[src/rtl/fwrs_pkg.sv]
package fwrs_pkg;

   // Table geometry and field widths.
   localparam int unsigned MAX_SIZE_DEFAULT = 1024;
   localparam int unsigned DATA_W = 64;
   localparam int unsigned POS_W = 11;
   localparam logic [POS_W-1:0] ACTIVE_SIZE_RESET = 11'd1024;

   // Transaction kinds.
   localparam logic [1:0] KIND_ADD   = 2'd0;
   localparam logic [1:0] KIND_SET   = 2'd1;
   localparam logic [1:0] KIND_QUERY = 2'd2;
   localparam logic [1:0] KIND_NONE  = 2'd3;

   typedef logic [3:0] upc_type;

   // Walk index operations.
   localparam logic [2:0] IDX_HOLD     = 3'd0;
   localparam logic [2:0] IDX_POS      = 3'd1;
   localparam logic [2:0] IDX_LAST     = 3'd2;
   localparam logic [2:0] IDX_FIRST_M1 = 3'd3;
   localparam logic [2:0] IDX_UP       = 3'd4;
   localparam logic [2:0] IDX_DOWN     = 3'd5;
   localparam logic [2:0] IDX_INC      = 3'd6;

   // Accumulator operations.
   localparam logic [1:0] ACC_HOLD = 2'd0;
   localparam logic [1:0] ACC_CLR  = 2'd1;
   localparam logic [1:0] ACC_ADD  = 2'd2;
   localparam logic [1:0] ACC_SUB  = 2'd3;

   // Jump conditions. A step whose condition holds jumps to its target,
   // otherwise the sequencer falls through to the next step.
   localparam logic [3:0] COND_NONE     = 4'd0;
   localparam logic [3:0] COND_ALWAYS   = 4'd1;
   localparam logic [3:0] COND_NO_REQ   = 4'd2;
   localparam logic [3:0] COND_SKIP     = 4'd3;
   localparam logic [3:0] COND_QUERY    = 4'd4;
   localparam logic [3:0] COND_IDX_OVER = 4'd5;
   localparam logic [3:0] COND_IDX_ZERO = 4'd6;
   localparam logic [3:0] COND_RSP_BUSY = 4'd7;
   localparam logic [3:0] COND_CLR_MORE = 4'd8;

   // Program step addresses.
   localparam upc_type STEP_CLR    = 4'd0;
   localparam upc_type STEP_GO     = 4'd1;
   localparam upc_type STEP_DONE   = 4'd2;
   localparam upc_type STEP_IDLE   = 4'd3;
   localparam upc_type STEP_DISP0  = 4'd4;
   localparam upc_type STEP_DISP1  = 4'd5;
   localparam upc_type STEP_U_EV   = 4'd6;
   localparam upc_type STEP_U_DLT  = 4'd7;
   localparam upc_type STEP_U_RD   = 4'd8;
   localparam upc_type STEP_U_WR   = 4'd9;
   localparam upc_type STEP_Q_RD1  = 4'd10;
   localparam upc_type STEP_Q_ACC1 = 4'd11;
   localparam upc_type STEP_Q_MID  = 4'd12;
   localparam upc_type STEP_Q_RD2  = 4'd13;
   localparam upc_type STEP_Q_ACC2 = 4'd14;

   typedef struct packed {
      logic       take;
      logic       ev_rd;
      logic       ev_wr;
      logic       ps_rd;
      logic       ps_wr;
      logic       zero_wr;
      logic       delta_ld;
      logic       rsp_ld;
      logic [2:0] idx_op;
      logic [1:0] acc_op;
      logic [3:0] cond;
      upc_type    target;
   } ucode_type;

   typedef struct packed {
      logic no_req;
      logic skip;
      logic is_query;
      logic idx_over;
      logic idx_zero;
      logic rsp_busy;
      logic clr_more;
   } flags_type;

   function automatic ucode_type ucode_rom(input upc_type addr);
      ucode_type cw;
      cw = '0;
      unique case (addr)
         STEP_CLR: begin
            cw.zero_wr = 1'b1;
            cw.idx_op = IDX_INC;
            cw.cond = COND_CLR_MORE;
            cw.target = STEP_CLR;
         end
         STEP_GO: begin
            cw.cond = COND_ALWAYS;
            cw.target = STEP_IDLE;
         end
         STEP_DONE: begin
            cw.rsp_ld = 1'b1;
            cw.cond = COND_RSP_BUSY;
            cw.target = STEP_DONE;
         end
         STEP_IDLE: begin
            cw.take = 1'b1;
            cw.cond = COND_NO_REQ;
            cw.target = STEP_IDLE;
         end
         STEP_DISP0: begin
            cw.acc_op = ACC_CLR;
            cw.cond = COND_SKIP;
            cw.target = STEP_DONE;
         end
         STEP_DISP1: begin
            cw.idx_op = IDX_LAST;
            cw.cond = COND_QUERY;
            cw.target = STEP_Q_RD1;
         end
         STEP_U_EV: begin
            cw.ev_rd = 1'b1;
            cw.idx_op = IDX_POS;
         end
         STEP_U_DLT: begin
            cw.ev_wr = 1'b1;
            cw.delta_ld = 1'b1;
         end
         STEP_U_RD: begin
            cw.ps_rd = 1'b1;
            cw.cond = COND_IDX_OVER;
            cw.target = STEP_DONE;
         end
         STEP_U_WR: begin
            cw.ps_wr = 1'b1;
            cw.idx_op = IDX_UP;
            cw.cond = COND_ALWAYS;
            cw.target = STEP_U_RD;
         end
         STEP_Q_RD1: begin
            cw.ps_rd = 1'b1;
            cw.cond = COND_IDX_ZERO;
            cw.target = STEP_Q_MID;
         end
         STEP_Q_ACC1: begin
            cw.acc_op = ACC_ADD;
            cw.idx_op = IDX_DOWN;
            cw.cond = COND_ALWAYS;
            cw.target = STEP_Q_RD1;
         end
         STEP_Q_MID: begin
            cw.idx_op = IDX_FIRST_M1;
         end
         STEP_Q_RD2: begin
            cw.ps_rd = 1'b1;
            cw.cond = COND_IDX_ZERO;
            cw.target = STEP_DONE;
         end
         STEP_Q_ACC2: begin
            cw.acc_op = ACC_SUB;
            cw.idx_op = IDX_DOWN;
            cw.cond = COND_ALWAYS;
            cw.target = STEP_Q_RD2;
         end
         default: begin
            cw.cond = COND_ALWAYS;
            cw.target = STEP_IDLE;
         end
      endcase
      return cw;
   endfunction

endpackage

[src/rtl/fwrs_sequencer.sv]
module fwrs_sequencer (
   input  logic                 clock,
   input  logic                 reset,
   input  fwrs_pkg::flags_type  flags,
   output fwrs_pkg::ucode_type  cw
);
   import fwrs_pkg::*;

   upc_type pc_ff;
   upc_type pc_in;
   logic    taken;

   assign cw = ucode_rom(pc_ff);

   always_comb begin
      unique case (cw.cond)
         COND_NONE:     taken = 1'b0;
         COND_ALWAYS:   taken = 1'b1;
         COND_NO_REQ:   taken = flags.no_req;
         COND_SKIP:     taken = flags.skip;
         COND_QUERY:    taken = flags.is_query;
         COND_IDX_OVER: taken = flags.idx_over;
         COND_IDX_ZERO: taken = flags.idx_zero;
         COND_RSP_BUSY: taken = flags.rsp_busy;
         COND_CLR_MORE: taken = flags.clr_more;
         default:       taken = 1'b0;
      endcase
      pc_in = taken ? cw.target : pc_ff + upc_type'(1);
   end

   always_ff @(posedge clock) begin
      if (reset) begin
         pc_ff <= STEP_CLR;
      end else begin
         pc_ff <= pc_in;
      end
   end
endmodule

[config.mk]
export PLATFORM = sky130hd
export DESIGN_NAME = fwrs_sequencer
export DESIGN_NICKNAME = d
export VERILOG_FILES = /design/src/rtl/fwrs_pkg.sv /design/src/rtl/fwrs_sequencer.sv
export SDC_FILE = /design/constraint.sdc
export NUM_CORES = 1
export LEC_CHECK = 0
export ABC_CLOCK_PERIOD_IN_PS = 3100
export BUFFER_PORTS_ARGS = -buffer_cell sky130_fd_sc_hd__buf_4
export CAP_MARGIN = 20
export CORE_UTILIZATION = 51
export DETAILED_ROUTE_END_ITERATION = 12
export PLACE_DENSITY = 0.83
export SLEW_MARGIN = 10
export SYNTH_ARGS = -nofsm -noshare
export SYNTH_HDL_FRONTEND = slang
export SYNTH_SLANG_ARGS = --single-unit
[constraint.sdc]
create_clock -name clock -period 3.1 [get_ports clock]
set_input_delay 0.31 -clock clock [delete_from_list [all_inputs] [get_ports clock]]
set_output_delay 0.31 -clock clock [all_outputs]
set_load 0.01 [all_outputs]
# Word-level counts from Yosys, hierarchy flattened
# Index checks and enable logic that the tools add are counted.
# op_classes
reduce_logical	4
n_eq_ne	21
addsub	1
muxes	12
# ops
operator	count
$pmux 8 s12	1
$eq 4x3->1 const B	8
$eq 4x4->1 const B	8
$pmux 3 s6	1
$eq 4x2->1 const B	4
$pmux 1 s8	1
$mux 1	7
$pmux 2 s3	1
$reduce_or 3->1	2
$add 4x1->4 const B	1
$eq 4x1->1 const B	1
$logic_not 4->1	1
$mux 4	1
$reduce_or 2->1	1
# totals
wordCells	39
in_bits	9
register_bits	4
output_inout_bits	21

# Longest topological paths before layout
# depth
ltp_word	6
ltp_mapped	10
depth_no_buf	9

# Worst setup path after synthesis
# No wires, ideal clock.
# synth_path
path_kind	reg-to-reg
startpoint	register pc_ff[1]
endpoint	register pc_ff[1]
t_arrival_ns	2.012
n_path_buf	1
slack_ns	1.022
stages_incl_launch_ff	10
required_time_ns	3.034
period_less_slack_ns	2.078
setup_time_ns	0.066
cell_sequence	dfxtp_1 > inv_1 > ha_1 > buf_2 > nor2_1 > a21oi_1 > o32a_4 > a2bb2oi_4 > or3b_1 > a21oi_2
# synth_rtl
element	line_no	rtl
start, declared	fwrs_sequencer.sv:9	upc_type pc_ff;
start signal, assigned	fwrs_sequencer.sv:35	pc_ff <= pc_in;

# Worst setup path after layout
# layout_path
startpoint	register pc_ff[1]
endpoint	register pc_ff[2]
# layout_via
elab_chain_len	6
word_cells_on_any_way	27
classes_between	1 x add/sub; 21 x eq/ne; 3 x mux; 2 x reduce/logical
# layout_lines
element	line_no	rtl
$eq 4x4->1 / $eq 4x3->1 (equally long branches)	fwrs_pkg.sv:89	unique case (addr)
$reduce_or 3->1 (no line)	--	
$pmux 8 s12	fwrs_pkg.sv:89	
$eq 4x4->1 (tied with other cells)	fwrs_sequencer.sv:16	unique case (cw.cond)
$pmux 1 s8	fwrs_sequencer.sv:16	
$mux 4 (*)	fwrs_sequencer.sv:28	pc_in = taken ? cw.target : pc_ff + upc_type'(1);
# Mark *: on every way between the ends. The rest lies on a longest branch, timed or not.
# A chain may end at the register's enable or synchronous reset.

==> flow_summary.yaml <==
cells_and_area:
  num-fill-cells: 131
  layout-drive-gt1-share: 0.325
  multi_input_area_um2: 566
  area_growth_pct: 25.5
  largest_reg_flops: 4
  top_register: "pc_ff"
  regArea_um2: 80.1
  reg_top3: "pc_ff x4"
  diodes: 0
  nets: 138
  final_cell_area_um2: 942
timing:
  rsz0062_at_grt: "false"
  timing.slew.headroom: 0.479
  tns_ns: 0
  setup_violations: 0
  max_freq_mhz: 403
  timing.final.crit_share: 0.800
  min_period_ns: 2.48
  finalClockSkew_ns: 0.000831
  worst_slew_pin_slew_ns: 0.781
  finalHoldViolCount: 0
  finalMaxSlewViolations: 0
  setup_ws_ns: 0.620
routing:
  drc: 0
  viasPerCell: 5.96
  vias: 822
  wirelength_mm: 1.91
  drt_iter0_drc: 9
  antenna_left: 0
  avgRoutedWirePerCell_um: 13.8
  first_pass_iters: 4
critical_path:
  r2r_setup_slack_ns: 0.62
  path_cells: "inv_1, ha_1, mux2i_1, o221a_2, or3_1, a21oi_2, o21ai_0, o311a_1"
  critPathTopFamily: "compound AO/OA/AOI/OAI gates"
  arrival_ns: 2.59
  reg2reg_from: "pc_ff[1]"
  worstSetupEndpointType: "flip-flop"
  crit_end: "pc_ff[2]"
  crit_buf_inv: 1
  path_depth: 8
  slowest_stage: "ha_1"
  cp-startpoint: "pc_ff[1]"
  path_class: "reg2reg"
  max_stage_delay_ns: 0.52
  cp_max_fo: 16
  worstPathRequired_ns: 3.21
  cp-start-kind: "flip-flop"
  rr_worst_depth: 8
  worstReg2RegEnd: "pc_ff[2]"
cts:
  tritoncts: "yes"
  worstSkewPairLatency_ns: 0.23
  clock-root-buffer: "clkbuf_4"
  cts_buffers: 3
  post_cts_resized: 0
  path_clk_slew_ns: 0.04
  cts.sinks: 4
  cts-htree-levels: 1
  cts_setup_buffers: 0
  clockBufferDepth: 2
  cts_hold_buf: 0
power:
  power-per-cell-area_mw_per_mm2: 1210
  power.leakage_uw: 0.000454
  vdd_ir_drop_max_mv: 0.727
job:
  maxCapViolCount: 0
logic_synthesis:
  synth.area.top_cells: "dfxtp_1 (11%), ha_1 (6.7%), o311a_1 (5.3%), inv_1 (5.0%), o21ai_0 (4.7%)"
  yosysWarnings: 0
  syn_inst: 101
  yosysTopAreaCell: "dfxtp_1"
  ys_types: 38
  synthArstFlopShare: 0
  synthesis.nets: 114
  synth-edff-count: 0
  synth_area_um2: 751
  synth_ff_type: "dfxtp_1"
  ys_ff_latch: 4
  yosys.area.top_type_share: 0.107
  yosysSeqAreaShare: 0.107
  ys_top_cells_by_count: "inv_1 (10), o21ai_0 (7), a21oi_1 (6), nand2_1 (6), nor2_1 (6)"
  yosysMostFrequentCell: "inv_1"
  avgSynthCellArea_um2: 7.43
global_route:
  grt_util_all_layers: 0.277
  grt_max_degree: 26
  grt_pass1_vias: 679
  antenna_found_initial: 0
  grt_pass1_wl_mm: 2.97
  grt_remaining_overflow: 0
outcome:
  status: "finished clean"
hold_path:
  worst_hold_path_type: "in2reg"
  hp-start: "reset"
placed_design:
  hpwl_mm: 1.44
  placed_area_um2: 920
  io_buffer_count: 29
  gp_congestion: 0.800
  post-place-ws_ns: 0.653
floorplan:
  dieArea_mm2: 0.00163
  rows: 13
  die_h_um: 40.4
  ios: 30
  core_area_mm2: 0.00133
  die_w_um: 40.4
  start_util: 0.563
==> cells in the final DEF (no fill, tap or decap) <==
master	synthesis	layout
nand3_1	5	5
a21oi_2	2	2
o21ai_0	7	7
or3b_1	1	1
ha_1	4	4
clkbuf_4	0	3
inv_1	10	10
a2bb2oi_4	1	1
xnor2_1	2	2
o221ai_1	1	1
nand2b_1	3	3
o31a_2	1	1
o211ai_1	3	3
a22oi_1	1	1
nand2_1	6	6
and2b_1	1	1
nor2_1	6	6
or3_1	2	2
nor3_1	2	2
a311o_2	1	1
a21o_1	1	1
and2_1	4	4
a21oi_1	6	6
nor2b_1	1	1
buf_4	2	29
a211o_1	1	1
a21boi_0	2	2
dfxtp_1	4	4
o31a_1	1	1
a31oi_1	1	1
nor4b_1	1	1
o311a_1	4	4
o32a_4	1	1
o221a_2	2	2
mux2i_1	3	3
==> worst register-to-register path: stages, from the launching register on <==
cell and delay [ns]:
dfxtp_1 0.34, inv_1 0.09, ha_1 0.52, mux2i_1 0.18
o221a_2 0.32, or3_1 0.34, a21oi_2 0.30, o21ai_0 0.13
o311a_1 0.14
==> stage by stage <==
step | hold slack [ns] | total power (uW) | util | std cells
6_report | 0.240 | 1140 | 0.706 | 138
5_1_grt | 0.223 | 1250 | 0.706 | 138
4_1_cts | 0.230 | 1150 | 0.706 | 138
3_5_place_dp | 0.482 | 1080 | 0.689 | 135
3_3_place_gp | 0.476 | 1050 | 0.689 | 135
2_1_floorplan | 0.372 | 808 | - | 101
==> power by group <==
group          switching (uW)  internal [uW]  total, uW
registers                54.8           73.5        128
clock network            20.3           43.2       63.6
logic                     496            454        950
total                     571            571       1140
==> logic make-up after synthesis <==
| logic type | count (synthesis) | share of synthesized area |
|---|---|---|
| buffers and inverters | 20 | 0.140 |
| adder cells (fa/ha/maj) | 4 | 0.0667 |
| AND/OR/NAND/NOR | 32 | 0.223 |
| AO/OA/AOI/OAI | 36 | 0.400 |
| multiplexers | 3 | 0.0400 |
| flip-flops | 4 | 0.107 |
| XOR/XNOR | 2 | 0.0233 |
==> layout make-up <==
| cell class | instances | area share |
|---|---|---|
| Clock buffer | 3 | 0.0239 |
| Inverter | 10 | 0.0398 |
| Multi-Input combinational cell | 77 | 0.600 |
| Sequential cell | 4 | 0.0850 |
| Tap cell | 15 | 0.0199 |
| Timing Repair Buffer | 29 | 0.231 |
==> worst min path at each step <==
| stage | end | slack [ns] | depth (start not counted) |
|---|---|---|---|
| 6_report | pc_ff[1] | 0.24 | 2 |
| 5_1_grt | pc_ff[1] | 0.22 | 2 |
| 4_1_cts | pc_ff[1] | 0.23 | 2 |
| 3_5_place_dp | pc_ff[1] | 0.48 | 2 |
| 3_3_place_gp | pc_ff[1] | 0.48 | 2 |
| 2_1_floorplan | pc_ff[1] | 0.37 | 1 |
==> per-layer routing <==
layer | wire length (um) | global-route usage
met5 | 0 | 0
met4 | 51 | 0.175
met3 | 94 | 0.0333
met2 | 936 | 0.429
met1 | 825 | 0.356
(Power assumes the default switching activity.)
